==> config.mk <==
export PLATFORM = sky130hd
export DESIGN_NAME = pfb_ctrl
export DESIGN_NICKNAME = d
export VERILOG_FILES = /design/src/rtl/core/pfb_pkg.sv /design/src/rtl/core/pfb_ctrl.sv
export SDC_FILE = /design/constraint.sdc
export NUM_CORES = 1
export LEC_CHECK = 0
export BUFFER_PORTS_ARGS = -buffer_cell sky130_fd_sc_hd__buf_2
export CORE_AREA = 4 4 41 43
export CTS_BUF_LIST = sky130_fd_sc_hd__clkbuf_2
export CTS_CLUSTER_DIAMETER = 200
export CTS_CLUSTER_SIZE = 25
export DETAILED_ROUTE_END_ITERATION = 8
export DIE_AREA = 0 0 45 47
export PLACE_DENSITY_LB_ADDON = 0.2
export SKIP_LAST_GASP = 1
export SLEW_MARGIN = 20
export SYNTH_ARGS = -nofsm -noshare
export SYNTH_HDL_FRONTEND = slang
export SYNTH_SLANG_ARGS = --single-unit
==> constraint.sdc <==
create_clock -name clk -period 2.3 [get_ports clk]
set_input_delay 0.115 -clock clk [delete_from_list [all_inputs] [get_ports clk]]
set_output_delay 0.115 -clock clk [all_outputs]
set_load 0.01 [all_outputs]
==> src/rtl/core/pfb_pkg.sv <==
package pfb_pkg;

    // default geometry
    localparam int DEF_PAGE_COUNT   = 8;
    localparam int DEF_COLUMN_COUNT = 128;

    // stream payload widths
    localparam int S_TDATA_W = 24;  // page_index, column_index, image_byte, zero fill
    localparam int S_TUSER_W = 2;   // req_type
    localparam int M_TDATA_W = 8;   // read_data
    localparam int CFG_IDX_W = 2;
    localparam int CFG_DAT_W = 8;

    // request kinds
    localparam logic [1:0] REQ_CLEAR_ALL = 2'd0;
    localparam logic [1:0] REQ_CLEAR_RECT = 2'd1;
    localparam logic [1:0] REQ_BLIT = 2'd2;
    localparam logic [1:0] REQ_READ = 2'd3;

    // register indexes
    localparam logic [1:0] REG_DEST_X = 2'd0;
    localparam logic [1:0] REG_DEST_Y = 2'd1;
    localparam logic [1:0] REG_AREA_WIDTH = 2'd2;
    localparam logic [1:0] REG_AREA_HEIGHT = 2'd3;

    // memory port address / data selection
    localparam logic [2:0] SEL_SWEEP = 3'd0;
    localparam logic [2:0] SEL_RECT = 3'd1;
    localparam logic [2:0] SEL_BLIT0 = 3'd2;
    localparam logic [2:0] SEL_BLIT1 = 3'd3;
    localparam logic [2:0] SEL_READ = 3'd4;

    typedef struct packed {
        logic       capture;
        logic       mem_rd;
        logic       mem_wr;
        logic [2:0] sel;
        logic       sweep_step;
        logic       rect_next;
        logic       out_load;
    } pfb_cmd_t;

    typedef struct packed {
        logic [1:0] req_type;
        logic       rect_empty;
        logic       blit_skip;
        logic       blit_spill;
        logic       rect_last;
        logic       sweep_last;
        logic       out_free;
    } pfb_stat_t;

endpackage

==> src/rtl/core/pfb_ctrl.sv <==
module pfb_ctrl (
    input  logic               clk,
    input  logic               rst_n,
    input  logic               s_axis_tvalid,
    output logic               s_axis_tready,
    input  pfb_pkg::pfb_stat_t stat,
    output pfb_pkg::pfb_cmd_t  cmd
);
    import pfb_pkg::*;

    localparam logic [3:0] S_INIT  = 4'd0;
    localparam logic [3:0] S_IDLE  = 4'd1;
    localparam logic [3:0] S_SWEEP = 4'd2;
    localparam logic [3:0] S_RRD   = 4'd3;
    localparam logic [3:0] S_RWR   = 4'd4;
    localparam logic [3:0] S_BRD0  = 4'd5;
    localparam logic [3:0] S_BWR0  = 4'd6;
    localparam logic [3:0] S_BRD1  = 4'd7;
    localparam logic [3:0] S_BWR1  = 4'd8;
    localparam logic [3:0] S_MRD   = 4'd9;
    localparam logic [3:0] S_RESP  = 4'd10;

    logic [3:0] state_reg;
    logic [3:0] state_next;

    assign s_axis_tready = (state_reg == S_IDLE);

    always_comb
    begin
        state_next = state_reg;
        cmd = '0;
        cmd.sel = SEL_SWEEP;
        case (state_reg)
            S_INIT:
            begin
                cmd.mem_wr = 1'b1;
                cmd.sweep_step = 1'b1;
                if (stat.sweep_last)
                    state_next = S_IDLE;
            end
            S_IDLE:
            begin
                if (s_axis_tvalid)
                begin
                    cmd.capture = 1'b1;
                    case (stat.req_type)
                        REQ_CLEAR_ALL:  state_next = S_SWEEP;
                        REQ_CLEAR_RECT: state_next = stat.rect_empty ? S_RESP : S_RRD;
                        REQ_BLIT:       state_next = stat.blit_skip ? S_RESP : S_BRD0;
                        default:        state_next = S_MRD;
                    endcase
                end
            end
            S_SWEEP:
            begin
                cmd.mem_wr = 1'b1;
                cmd.sweep_step = 1'b1;
                if (stat.sweep_last)
                    state_next = S_RESP;
            end
            S_RRD:
            begin
                cmd.mem_rd = 1'b1;
                cmd.sel = SEL_RECT;
                state_next = S_RWR;
            end
            S_RWR:
            begin
                cmd.mem_wr = 1'b1;
                cmd.sel = SEL_RECT;
                cmd.rect_next = 1'b1;
                state_next = stat.rect_last ? S_RESP : S_RRD;
            end
            S_BRD0:
            begin
                cmd.mem_rd = 1'b1;
                cmd.sel = SEL_BLIT0;
                state_next = S_BWR0;
            end
            S_BWR0:
            begin
                cmd.mem_wr = 1'b1;
                cmd.sel = SEL_BLIT0;
                state_next = stat.blit_spill ? S_BRD1 : S_RESP;
            end
            S_BRD1:
            begin
                cmd.mem_rd = 1'b1;
                cmd.sel = SEL_BLIT1;
                state_next = S_BWR1;
            end
            S_BWR1:
            begin
                cmd.mem_wr = 1'b1;
                cmd.sel = SEL_BLIT1;
                state_next = S_RESP;
            end
            S_MRD:
            begin
                cmd.mem_rd = 1'b1;
                cmd.sel = SEL_READ;
                state_next = S_RESP;
            end
            S_RESP:
            begin
                if (stat.out_free)
                begin
                    cmd.out_load = 1'b1;
                    state_next = S_IDLE;
                end
            end
            default:
            begin
                state_next = S_IDLE;
            end
        endcase
    end

    always_ff @(posedge clk or negedge rst_n)
    begin
        if (!rst_n)
            state_reg <= S_INIT;
        else
            state_reg <= state_next;
    end

endmodule

==> qor.log, run 1 <==
INFO  placed_design  placedInstanceArea=597squm
INFO  clock_tree     clk-insertion-delay-late=0.19ns
INFO  layout         areaGrowthSynthToFinish=22.1%
INFO  detailed_routing dr_total_vias=530
INFO  die            placeableCoreArea=1300squm
INFO  placed_design  dp.cells=97
INFO  grt            grt_antenna_before_repair=0
INFO  timing         timing.max_slew.rel_slack=65.8%
INFO  timing         highest_achievable_clock_rate=0.591GHz
INFO  yosys          synthArstFlopShare=100%
INFO  detailed_routing drt_pass1_iterations=5
INFO  yosys          synth_compound_gate_area_share=33.9%
INFO  yosys          count_of_synthesis_stage_warnings_from_yosys=0
INFO  grt            maximum_number_of_pins_on_one_net_before_global_route_repair=17
INFO  power          power_density_over_cell_area=1280nW/um^2
INFO  detailed_routing avgViaCountPerCell=5.25
INFO  timing         final-hold-violation-count=0
INFO  yosys          synth_enable_flop_cells=0
INFO  die            die_area=2120squm
INFO  yosys          yosysTopAreaCell=sky130_fd_sc_hd__dfrtp_1
INFO  clock_tree     htree_num_levels=1
INFO  layout         design_area=622squm
INFO  timing         aggregate_negative_setup_slack=0ns
INFO  layout         antenna_cells=0
INFO  timing         final-max-slew-violation-count=0
INFO  grt            first_pass_grt_wire_length=2110um
INFO  die            io_pins=21
INFO  yosys          postSynthCellCount=66
INFO  clock_tree     clockBufferDepth=2
INFO  yosys          synth_seq_cells=4
INFO  clock_tree     post_cts_resize_count=0
INFO  setup_path     criticalPathCategory=reg -> out
INFO  grt            grt_util_met1=17.7%
INFO  layout         layout-drive-gt1-share=36.0%
INFO  grt            grtUsageMet3=1.15%
INFO  grt            overflow=0
INFO  timing         fin_ws=0.609ns
INFO  yosys          synth_top_family_by_area=simple AND/OR/NAND/NOR gates
INFO  timing         unrepaired_setup_endpoints_after_global_routing=false
INFO  yosys          ys_top_cells_by_area=sky130_fd_sc_hd__dfrtp_1, sky130_fd_sc_hd__nor2_1, sky130_fd_sc_hd__a21oi_1
INFO  grt            grt_pass1_vias=502
INFO  detailed_routing wl_per_cell=12.0um
INFO  yosys          synth_mux_area_share=1.97%
INFO  grt            met2_usage=22.6%
INFO  setup_path     endpoint_kind=output pin
INFO  die            chipHeight=47um
INFO  timing         clock-skew-final=0.00512ns
INFO  setup_path     critPathMaxFanout=12
INFO  run_status     outcome=completed
INFO  layout         fill_cells=144
INFO  detailed_routing route.antenna.remaining_nets=0
INFO  yosys          synth.net_count=77
INFO  setup_path     setup.worst_path.start_class=register
INFO  yosys          synth_fa_ha_area_share=0%
INFO  setup_path     worst_ep_required_time=2.18ns
INFO  power          cellLeakagePower=0.000308uW
INFO  yosys          post_synth_num_cell_types=36
INFO  yosys          ys_dominant_reg_cell=sky130_fd_sc_hd__dfrtp_1
INFO  layout         area.sequential=100squm
INFO  setup_path     worstPathCellList=nand2b_1, a211o_1, o21ai_1, buf_2
INFO  placed_design  io_buffer_count=20
INFO  detailed_routing count_of_unresolved_drc_violations_after_routing=0
INFO  clock_tree     ctsHoldBuffers=1
INFO  detailed_routing detail_route.iter0.violations=4
INFO  yosys          synth_top_area_share=19.7%
INFO  layout         layout.cells.non_filler=101
INFO  min_path       path_class_of_the_lowest_slack_min_delay_path=in -> reg
INFO  timing         timing.final.setup_violations=0
INFO  die            floorplan.rows=13
INFO  yosys          synthXorXnorAreaFrac=1.72%
INFO  clock_tree     cts_num_sinks=4
INFO  grt            global_route.usage.total=13.2%
INFO  clock_tree     tritoncts_clock_tree=built
INFO  clock_tree     setup_buffers_after_cts=0
INFO  clock_tree     clk_pin_slew_worst_paths=0.04ns
INFO  timing         fin_crit_sh=73.5%
INFO  yosys          syn-mean-instance-area=7.72squm
INFO  setup_path     longest_individual_stage_delay_on_the_worst_path=0.51ns
INFO  layout         largest_register_ff_count=4
INFO  grt            grt_busiest_layer=met2
INFO  layout         multi_input_comb_area=370squm
INFO  setup_path     cp.arrival=1.58ns
INFO  layout         net_count_reported_at_finish=99
INFO  yosys          seq_area_frac_synth=19.7%
INFO  yosys          mappedNetlistArea=509squm
INFO  yosys          synth.cells.most_frequent=sky130_fd_sc_hd__nor2_1, sky130_fd_sc_hd__a21oi_1, sky130_fd_sc_hd__nand2_1
INFO  die            die-width=45um
INFO  layout         utilization=47.8%
INFO  clock_tree     numCtsBuffers=3
INFO  timing         final.min_clock_period=1.69ns
INFO  placed_design  gp_congestion=0.741
INFO  run            timing.max_cap.violations=0
INFO  placed_design  hpwl=946um
INFO  setup_path     worst_path_max_delay_cell=sky130_fd_sc_hd__dfrtp_1
INFO  yosys          synth_simple_gate_area_share=35.1%
INFO  detailed_routing routed_wirelength=1210um
INFO  placed_design  dp_worst_setup_slack=0.777ns
INFO  power          vdd_ir_drop_max=0.378mV
INFO  timing         worstMarginPinSlew=0.513ns
INFO  yosys          synth_most_common_cell=sky130_fd_sc_hd__nor2_1
INFO  clock_tree     ctsRootBufferMaster=sky130_fd_sc_hd__clkbuf_2
INFO  die            start_util=39.1%
## critical path: cells and delay by family, from the launching register on
| kind | cells | cell delay, ns |
|---|---|---|
| AOI/OAI and AO/OA | 2 | 0.41 |
| and+or+nand+nor | 1 | 0.33 |
| DFF | 1 | 0.51 |
| buffers and inverters | 1 | 0.14 |
## final timing paths
path,start,to,slack [ns],cells after the start
setup / recovery,state_reg[2],cmd[3],0.61,4
hold / removal,stat[7],state_reg[2],0.23,3
setup reg to reg,state_reg[1],state_reg[0],0.78,4
hold reg to reg,state_reg[1],state_reg[1],0.82,2
max in group asynchronous,rst_n,state_reg[3],1.93,2
min in group asynchronous,rst_n,state_reg[2],0.25,2
## cell families after synthesis
| logic type | Yosys count |
|---|---|
| multiplexers | 1 |
| XOR/XNOR | 1 |
| AO/OA/AOI/OAI | 21 |
| buffers and inverters | 6 |
| AND/OR/NAND/NOR | 33 |
| flip-flops | 4 |
## layout make-up
type                            instances  area share [%]
Multi-Input combinational cell         56            59.6
Sequential cell                         4            16.1
Timing Repair Buffer                   21            17.7
Clock buffer                            3            2.41
Inverter                                2            1.21
Tap cell                               15            3.02
## power breakdown
group	switching, uW	leakage, uW	internal, uW
clock	24.4	0.0000125	35.1
sequential	108	0.0000515	99.4
combinational	263	0.000244	265
## routing by layer
metal	vias to the layer above	routed length (um)
met5	-	0
met1	237	576
li1	277	-
met3	0	63
met4	0	0
met2	16	569
## cells in the final DEF, fill, tap and decap left out, types with 2 or more instances in the layout
cell type | synthesis | layout
sky130_fd_sc_hd__a21boi_1 | 2 | 2
sky130_fd_sc_hd__a21oi_1 | 6 | 6
sky130_fd_sc_hd__and3_1 | 2 | 2
sky130_fd_sc_hd__buf_2 | 1 | 20
sky130_fd_sc_hd__clkbuf_2 | 0 | 3
sky130_fd_sc_hd__dfrtp_1 | 4 | 4
sky130_fd_sc_hd__inv_1 | 2 | 2
sky130_fd_sc_hd__nand2_1 | 6 | 6
sky130_fd_sc_hd__nand2b_1 | 3 | 3
sky130_fd_sc_hd__nor2_1 | 9 | 9
sky130_fd_sc_hd__nor3_1 | 2 | 2
sky130_fd_sc_hd__o21ai_0 | 2 | 2
sky130_fd_sc_hd__or2_1 | 2 | 2
## metrics by stage
step	total power [uW]	hold slack (ns)
after floorplan	624	-0.181
after global placement	746	-0.0789
after detailed placement	742	-0.0791
after CTS	806	0.226
after global routing	886	0.229
final	795	0.227
Power figures use the tool's default switching activity.
==> run 2: changes to the inputs <==
- clock period: 2.3 -> 1.5 ns (I/O delays scaled with it)
==> qor.log, run 2 (synthesis results as in run 1) <==
INFO  run_status     outcome=completed
INFO  timing         timing.final.setup_violations=0
INFO  min_path       hold-path-cell-count=3
INFO  setup_path     r2r_slack=0.08ns
INFO  clock_tree     numCtsBuffers=3
INFO  timing         fin_crit_sh=97.2%
INFO  die            start_util=39.1%
INFO  placed_design  placedInstanceArea=627squm
INFO  layout         net_count_reported_at_finish=105
INFO  power          switching_share=48.1%
INFO  clock_tree     clockBufferDepth=2
INFO  placed_design  io_buffer_count=20
INFO  run            timing.max_cap.violations=0
INFO  timing         final.min_clock_period=1.46ns
INFO  detailed_routing wl_per_cell=12.2um
INFO  layout         fill_cells=131
INFO  die            placeableCoreArea=1300squm
INFO  layout         design_area=687squm
INFO  timing         highest_achievable_clock_rate=0.686GHz
INFO  grt            first_pass_grt_wire_length=2130um
INFO  clock_tree     clk-insertion-delay-late=0.21ns
INFO  detailed_routing avgViaCountPerCell=5.29
INFO  timing         final-max-slew-violation-count=0
INFO  layout         final_common_cell=sky130_fd_sc_hd__buf_2
INFO  power          cellLeakagePower=0.000343uW
INFO  detailed_routing drt_pass1_iterations=6
INFO  timing         timing.max_slew.rel_slack=80.5%
INFO  setup_path     rr_worst_depth=4
INFO  layout         utilization=52.8%
INFO  setup_path     critPathMaxFanout=7
INFO  die            die-width=45um
INFO  layout         layout.cells.most_common_list=sky130_fd_sc_hd__buf_2, sky130_fd_sc_hd__nor2_1, sky130_fd_sc_hd__a21oi_1, sky130_fd_sc_hd__nand2_1, sky130_fd_sc_hd__buf_4
INFO  die            io_pins=21
INFO  layout         multi_input_comb_area=385squm
INFO  timing         worstMarginPinSlew=0.293ns
INFO  placed_design  dp.cells=101
INFO  setup_path     endpoint_kind=output pin
INFO  layout         area.sequential=101squm
INFO  timing         clock-skew-final=0.00316ns
INFO  grt            maximum_number_of_pins_on_one_net_before_global_route_repair=11
INFO  clock_tree     clk_pin_slew_worst_paths=0.04ns
INFO  timing         unrepaired_setup_endpoints_after_global_routing=true
INFO  setup_path     criticalPathCategory=reg -> out
INFO  layout         largest_register_ff_count=4
INFO  power          internal_power=718uW
INFO  power          fin_total_pwr=1380uW
INFO  detailed_routing detail_route.iter0.violations=12
INFO  die            die_area=2120squm
INFO  setup_path     r2r_end=state_reg[0]
INFO  setup_path     cp.arrival=1.38ns
INFO  min_path       path_class_of_the_lowest_slack_min_delay_path=in -> reg
INFO  detailed_routing route.antenna.remaining_nets=0
INFO  setup_path     setup.worst_path.start_class=register
INFO  power          vdd_ir_drop_max=0.862mV
INFO  clock_tree     htree_num_levels=1
INFO  layout         areaGrowthSynthToFinish=34.9%
INFO  setup_path     reg2reg_from=state_reg[1]
INFO  layout         layout-drive-gt1-share=43.5%
INFO  layout         layout.cells.non_filler=107
INFO  die            chipHeight=47um
INFO  detailed_routing count_of_unresolved_drc_violations_after_routing=0
INFO  power          power.clock.fraction=6.9%
INFO  timing         final-hold-violation-count=0
INFO  clock_tree     cts_num_sinks=4
INFO  detailed_routing dr_total_vias=566
INFO  placed_design  gp_congestion=0.791
INFO  layout         antenna_cells=0
INFO  grt            grt_antenna_before_repair=0
INFO  clock_tree     ctsRootBufferMaster=sky130_fd_sc_hd__clkbuf_2
INFO  placed_design  hpwl=1050um
INFO  setup_path     worst_ep_required_time=1.42ns
INFO  power          power_frac_comb=75.9%
INFO  grt            grt_pass1_vias=499
INFO  die            floorplan.rows=13
INFO  clock_tree     tritoncts_clock_tree=built
INFO  power          net-switching-power=666uW
INFO  min_path       worst_min_delay_path_endpoint=state_reg[2]
INFO  min_path       min-delay-start=stat[7]
INFO  detailed_routing routed_wirelength=1300um
INFO  timing         aggregate_negative_setup_slack=0ns
INFO  grt            global_route.usage.total=14.0%
INFO  grt            overflow=0
INFO  power          power.sequential.fraction=17.2%
INFO  power          power_density_over_cell_area=2020nW/um^2
-- run 2: cell count changes in the layout (fill, tap and decap cells not counted) --
cell	change
sky130_fd_sc_hd__o32ai_1	-1
sky130_fd_sc_hd__dfrtp_1	-1
sky130_fd_sc_hd__nand2b_1	-1
sky130_fd_sc_hd__nand2b_4	+1
sky130_fd_sc_hd__dfrtp_2	+1
sky130_fd_sc_hd__o32ai_2	+1
sky130_fd_sc_hd__buf_4	+5
sky130_fd_sc_hd__buf_6	+1
-- run 2: cell type report --
class                           instances  area share, %
Clock buffer                            3           2.19
Inverter                                2           1.09
Timing Repair Buffer                   27           23.1
Multi-Input combinational cell         56           56.1
Sequential cell                         4           14.8
Tap cell                               15           2.73
-- run 2: power groups by stage --
stage,Sequential [uW],Combinational (uW),Clock (uW)
detailed placement,239,974,0
CTS,235,1010,95.7
finish,239,1050,95.4
floorplan,201,756,0
global route,248,1150,101
global placement,240,970,0
-- run 2: worst max-delay path: stages, from the launching register on --
cell and delay [ns]:
sky130_fd_sc_hd__dfrtp_2 0.42, sky130_fd_sc_hd__buf_6 0.14, sky130_fd_sc_hd__or3_1 0.32, sky130_fd_sc_hd__and3_1 0.17
sky130_fd_sc_hd__buf_2 0.13
-- run 2: worst max path at each step --
stage | depth (start not counted) | slack, ns | endpoint | from
floorplan | 4 | 0.22 | state_reg[0] | state_reg[1]
global placement | 4 | 0.05 | state_reg[1] | state_reg[3]
detailed placement | 4 | 0.08 | state_reg[1] | state_reg[3]
CTS | 4 | -0.01 | cmd[3] | state_reg[2]
global route | 4 | -0.02 | cmd[3] | state_reg[2]
finish | 4 | 0.04 | cmd[7] | state_reg[3]
-- run 2: layer usage --
| layer | routed length, um | vias to the layer above | track usage, % | part of all wire, % |
|---|---|---|---|---|
| li1 | - | 289 | - | - |
| met1 | 596 | 257 | 19.1 | 46 |
| met2 | 608 | 18 | 21.5 | 47 |
| met3 | 80 | 2 | 2.30 | 6.1 |
| met4 | 14 | 0 | 7.02 | 1.1 |
| met5 | 0 | - | 0 | 0 |
-- run 2: what timing repair did --
action                                  in CTS  in global routing
gates resized for setup                      2                  3
buffers inserted                             2                  0
pin swaps                                    0                  0
hold buffers                                 1                  0
endpoints found under the setup margin       2                  3
endpoints found under the hold margin        4                  0
-- run 2: per-stage QoR --
step                      hold WS, ns  setup slack (ns)
after floorplan                -0.221             0.220
after global placement         -0.120            0.0451
after detailed placement       -0.118            0.0773
after CTS                       0.170           -0.0119
after global routing            0.203           -0.0197
final                           0.172            0.0419
==> run 3: changes to the inputs <==
- PLACE_DENSITY_LB_ADDON: 0.2 -> 0.3
==> qor.log, run 3 (synthesis results as in run 1) <==
INFO  run_status     outcome=completed
INFO  grt            met2_usage=27.4%
INFO  grt            grt_antenna_before_repair=0
INFO  setup_path     cp.arrival=1.53ns
INFO  timing         timing.max_slew.rel_slack=83.1%
INFO  layout         final_common_cell=sky130_fd_sc_hd__buf_2
INFO  clock_tree     clk-insertion-delay-late=0.21ns
INFO  clock_tree     cts_num_sinks=4
INFO  power          switching_share=48.9%
INFO  setup_path     r2r_slack=0.06ns
INFO  timing         clock-skew-final=0.000114ns
INFO  placed_design  gp_congestion=0.853
INFO  detailed_routing wl_per_cell=13.3um
INFO  timing         final-max-slew-violation-count=0
INFO  power          vdd_ir_drop_max=0.825mV
INFO  detailed_routing avgViaCountPerCell=5.29
INFO  layout         utilization=52.1%
INFO  setup_path     criticalPathCategory=reg -> reg
INFO  timing         final.min_clock_period=1.44ns
INFO  timing         fin_crit_sh=96.2%
INFO  die            io_pins=21
INFO  layout         antenna_cells=0
INFO  timing         timing.final.setup_violations=0
INFO  setup_path     worst_setup_path_startpoint=state_reg[3]
INFO  grt            grt_busiest_layer=met2
INFO  detailed_routing detail_route.iter0.violations=17
INFO  min_path       hold-path-cell-count=3
INFO  setup_path     reg2reg_from=state_reg[3]
INFO  timing         worstMarginPinSlew=0.251ns
INFO  setup_path     r2r_end=state_reg[0]
INFO  clock_tree     clockBufferDepth=2
INFO  die            die_area=2120squm
INFO  timing         aggregate_negative_setup_slack=0ns
INFO  timing         unrepaired_setup_endpoints_after_global_routing=false
INFO  grt            maximum_number_of_pins_on_one_net_before_global_route_repair=11
INFO  die            floorplan.rows=13
INFO  setup_path     worst_ep_required_time=1.59ns
INFO  grt            first_pass_grt_wire_length=2370um
INFO  power          cellLeakagePower=0.000329uW
INFO  detailed_routing route.antenna.remaining_nets=0
INFO  setup_path     setup.worst_path.start_class=register
INFO  detailed_routing drt_pass1_iterations=4
INFO  power          power.sequential.fraction=19.9%
INFO  run            timing.max_cap.violations=0
INFO  power          power.clock.fraction=7.1%
INFO  setup_path     critPathMaxFanout=6
INFO  power          internal_power=704uW
INFO  grt            overflow=0
INFO  layout         areaGrowthSynthToFinish=33.2%
INFO  clock_tree     clk_pin_slew_worst_paths=0.04ns
INFO  die            placeableCoreArea=1300squm
INFO  die            start_util=39.1%
INFO  min_path       min-delay-start=stat[7]
INFO  power          power_density_over_cell_area=2030nW/um^2
INFO  setup_path     endpoint_kind=register
INFO  layout         layout.cells.most_common_list=sky130_fd_sc_hd__buf_2, sky130_fd_sc_hd__nor2_1, sky130_fd_sc_hd__a21oi_1, sky130_fd_sc_hd__nand2_1
INFO  grt            grt_pass1_vias=528
INFO  clock_tree     ctsRootBufferMaster=sky130_fd_sc_hd__clkbuf_2
INFO  clock_tree     numCtsBuffers=3
INFO  placed_design  hpwl=1120um
INFO  min_path       worst_min_delay_path_endpoint=state_reg[2]
INFO  layout         fill_cells=135
INFO  detailed_routing routed_wirelength=1420um
INFO  min_path       path_class_of_the_lowest_slack_min_delay_path=in -> reg
INFO  timing         highest_achievable_clock_rate=0.693GHz
INFO  layout         net_count_reported_at_finish=104
INFO  setup_path     rr_worst_depth=5
INFO  grt            grt_util_met1=18.4%
INFO  power          fin_total_pwr=1380uW
INFO  layout         area.sequential=105squm
INFO  detailed_routing count_of_unresolved_drc_violations_after_routing=0
INFO  power          net-switching-power=673uW
INFO  layout         multi_input_comb_area=387squm
INFO  detailed_routing dr_total_vias=561
INFO  grt            global_route.usage.total=15.5%
INFO  placed_design  io_buffer_count=20
INFO  layout         largest_register_ff_count=4
INFO  clock_tree     htree_num_levels=1
INFO  clock_tree     tritoncts_clock_tree=built
INFO  grt            grtUsageMet3=2.30%
INFO  die            die-width=45um
INFO  layout         layout-drive-gt1-share=46.2%
INFO  die            chipHeight=47um
INFO  timing         final-hold-violation-count=0
INFO  power          power_frac_comb=73.0%
run 3: changes by cell type in the layout (fill, tap and decap cells not counted), sizes merged:
cell	previous run	this run
clkbuf	3	4
buf	26	24
run 3: worst max path at each step:
stage                        end  cells after the start
floorplan           state_reg[0]                      4
global placement    state_reg[0]                      4
detailed placement  state_reg[0]                      4
CTS                       cmd[3]                      4
global route              cmd[7]                      3
finish              state_reg[0]                      5
run 3: what timing repair did:
item / in CTS / in global routing
hold buffers: 1 / 0
resized for setup: 5 / 3
pin swaps: 0 / 0
hold endpoints to repair: 4 / 0
buffers inserted: 0 / 1
endpoints found under the setup margin: 1 / 4
run 3: power by group through the flow:
stage	Sequential (uW)	Clock, uW	Combinational, uW
after floorplan	201	0	756
after global placement	260	0	943
after detailed placement	261	0	956
after CTS	268	99.3	976
after global routing	288	108	1090
final	274	98.1	1000
run 3: stage by stage:
step / cells / instance area, sq um / setup slack [ns] / hold WS, ns
2_1_floorplan: 66 / 509 / 0.220 / -0.221
3_3_place_gp: 101 / 627 / 0.0693 / -0.115
3_5_place_dp: 101 / 627 / 0.0639 / -0.117
4_1_cts: 105 / 664 / 0.0311 / 0.162
5_1_grt: 106 / 678 / 0.000142 / 0.182
6_report: 106 / 678 / 0.0573 / 0.177
run 3: critical path: stages, from the launching register on:
cell and delay (ns):
sky130_fd_sc_hd__dfrtp_2 0.43, sky130_fd_sc_hd__clkbuf_2 0.18, sky130_fd_sc_hd__nor2_1 0.08, sky130_fd_sc_hd__o21ai_4 0.20
sky130_fd_sc_hd__o211ai_4 0.13, sky130_fd_sc_hd__o31a_1 0.31
run 3: area by class of cell:
cell class	instances	area share (%)
clock buffers	3	2.21
repair buffers	26	21.4
flip-flops and latches	4	15.5
well taps	15	2.77
inverters	2	1.11
multi-input cells	56	57.0
run 3: layer usage:
metal / share of wire, % / vias to the layer above
li1: - / 287
met1: 44 / 253
met2: 49 / 17
met3: 5.2 / 4
met4: 2.3 / 0
met5: 0 / -
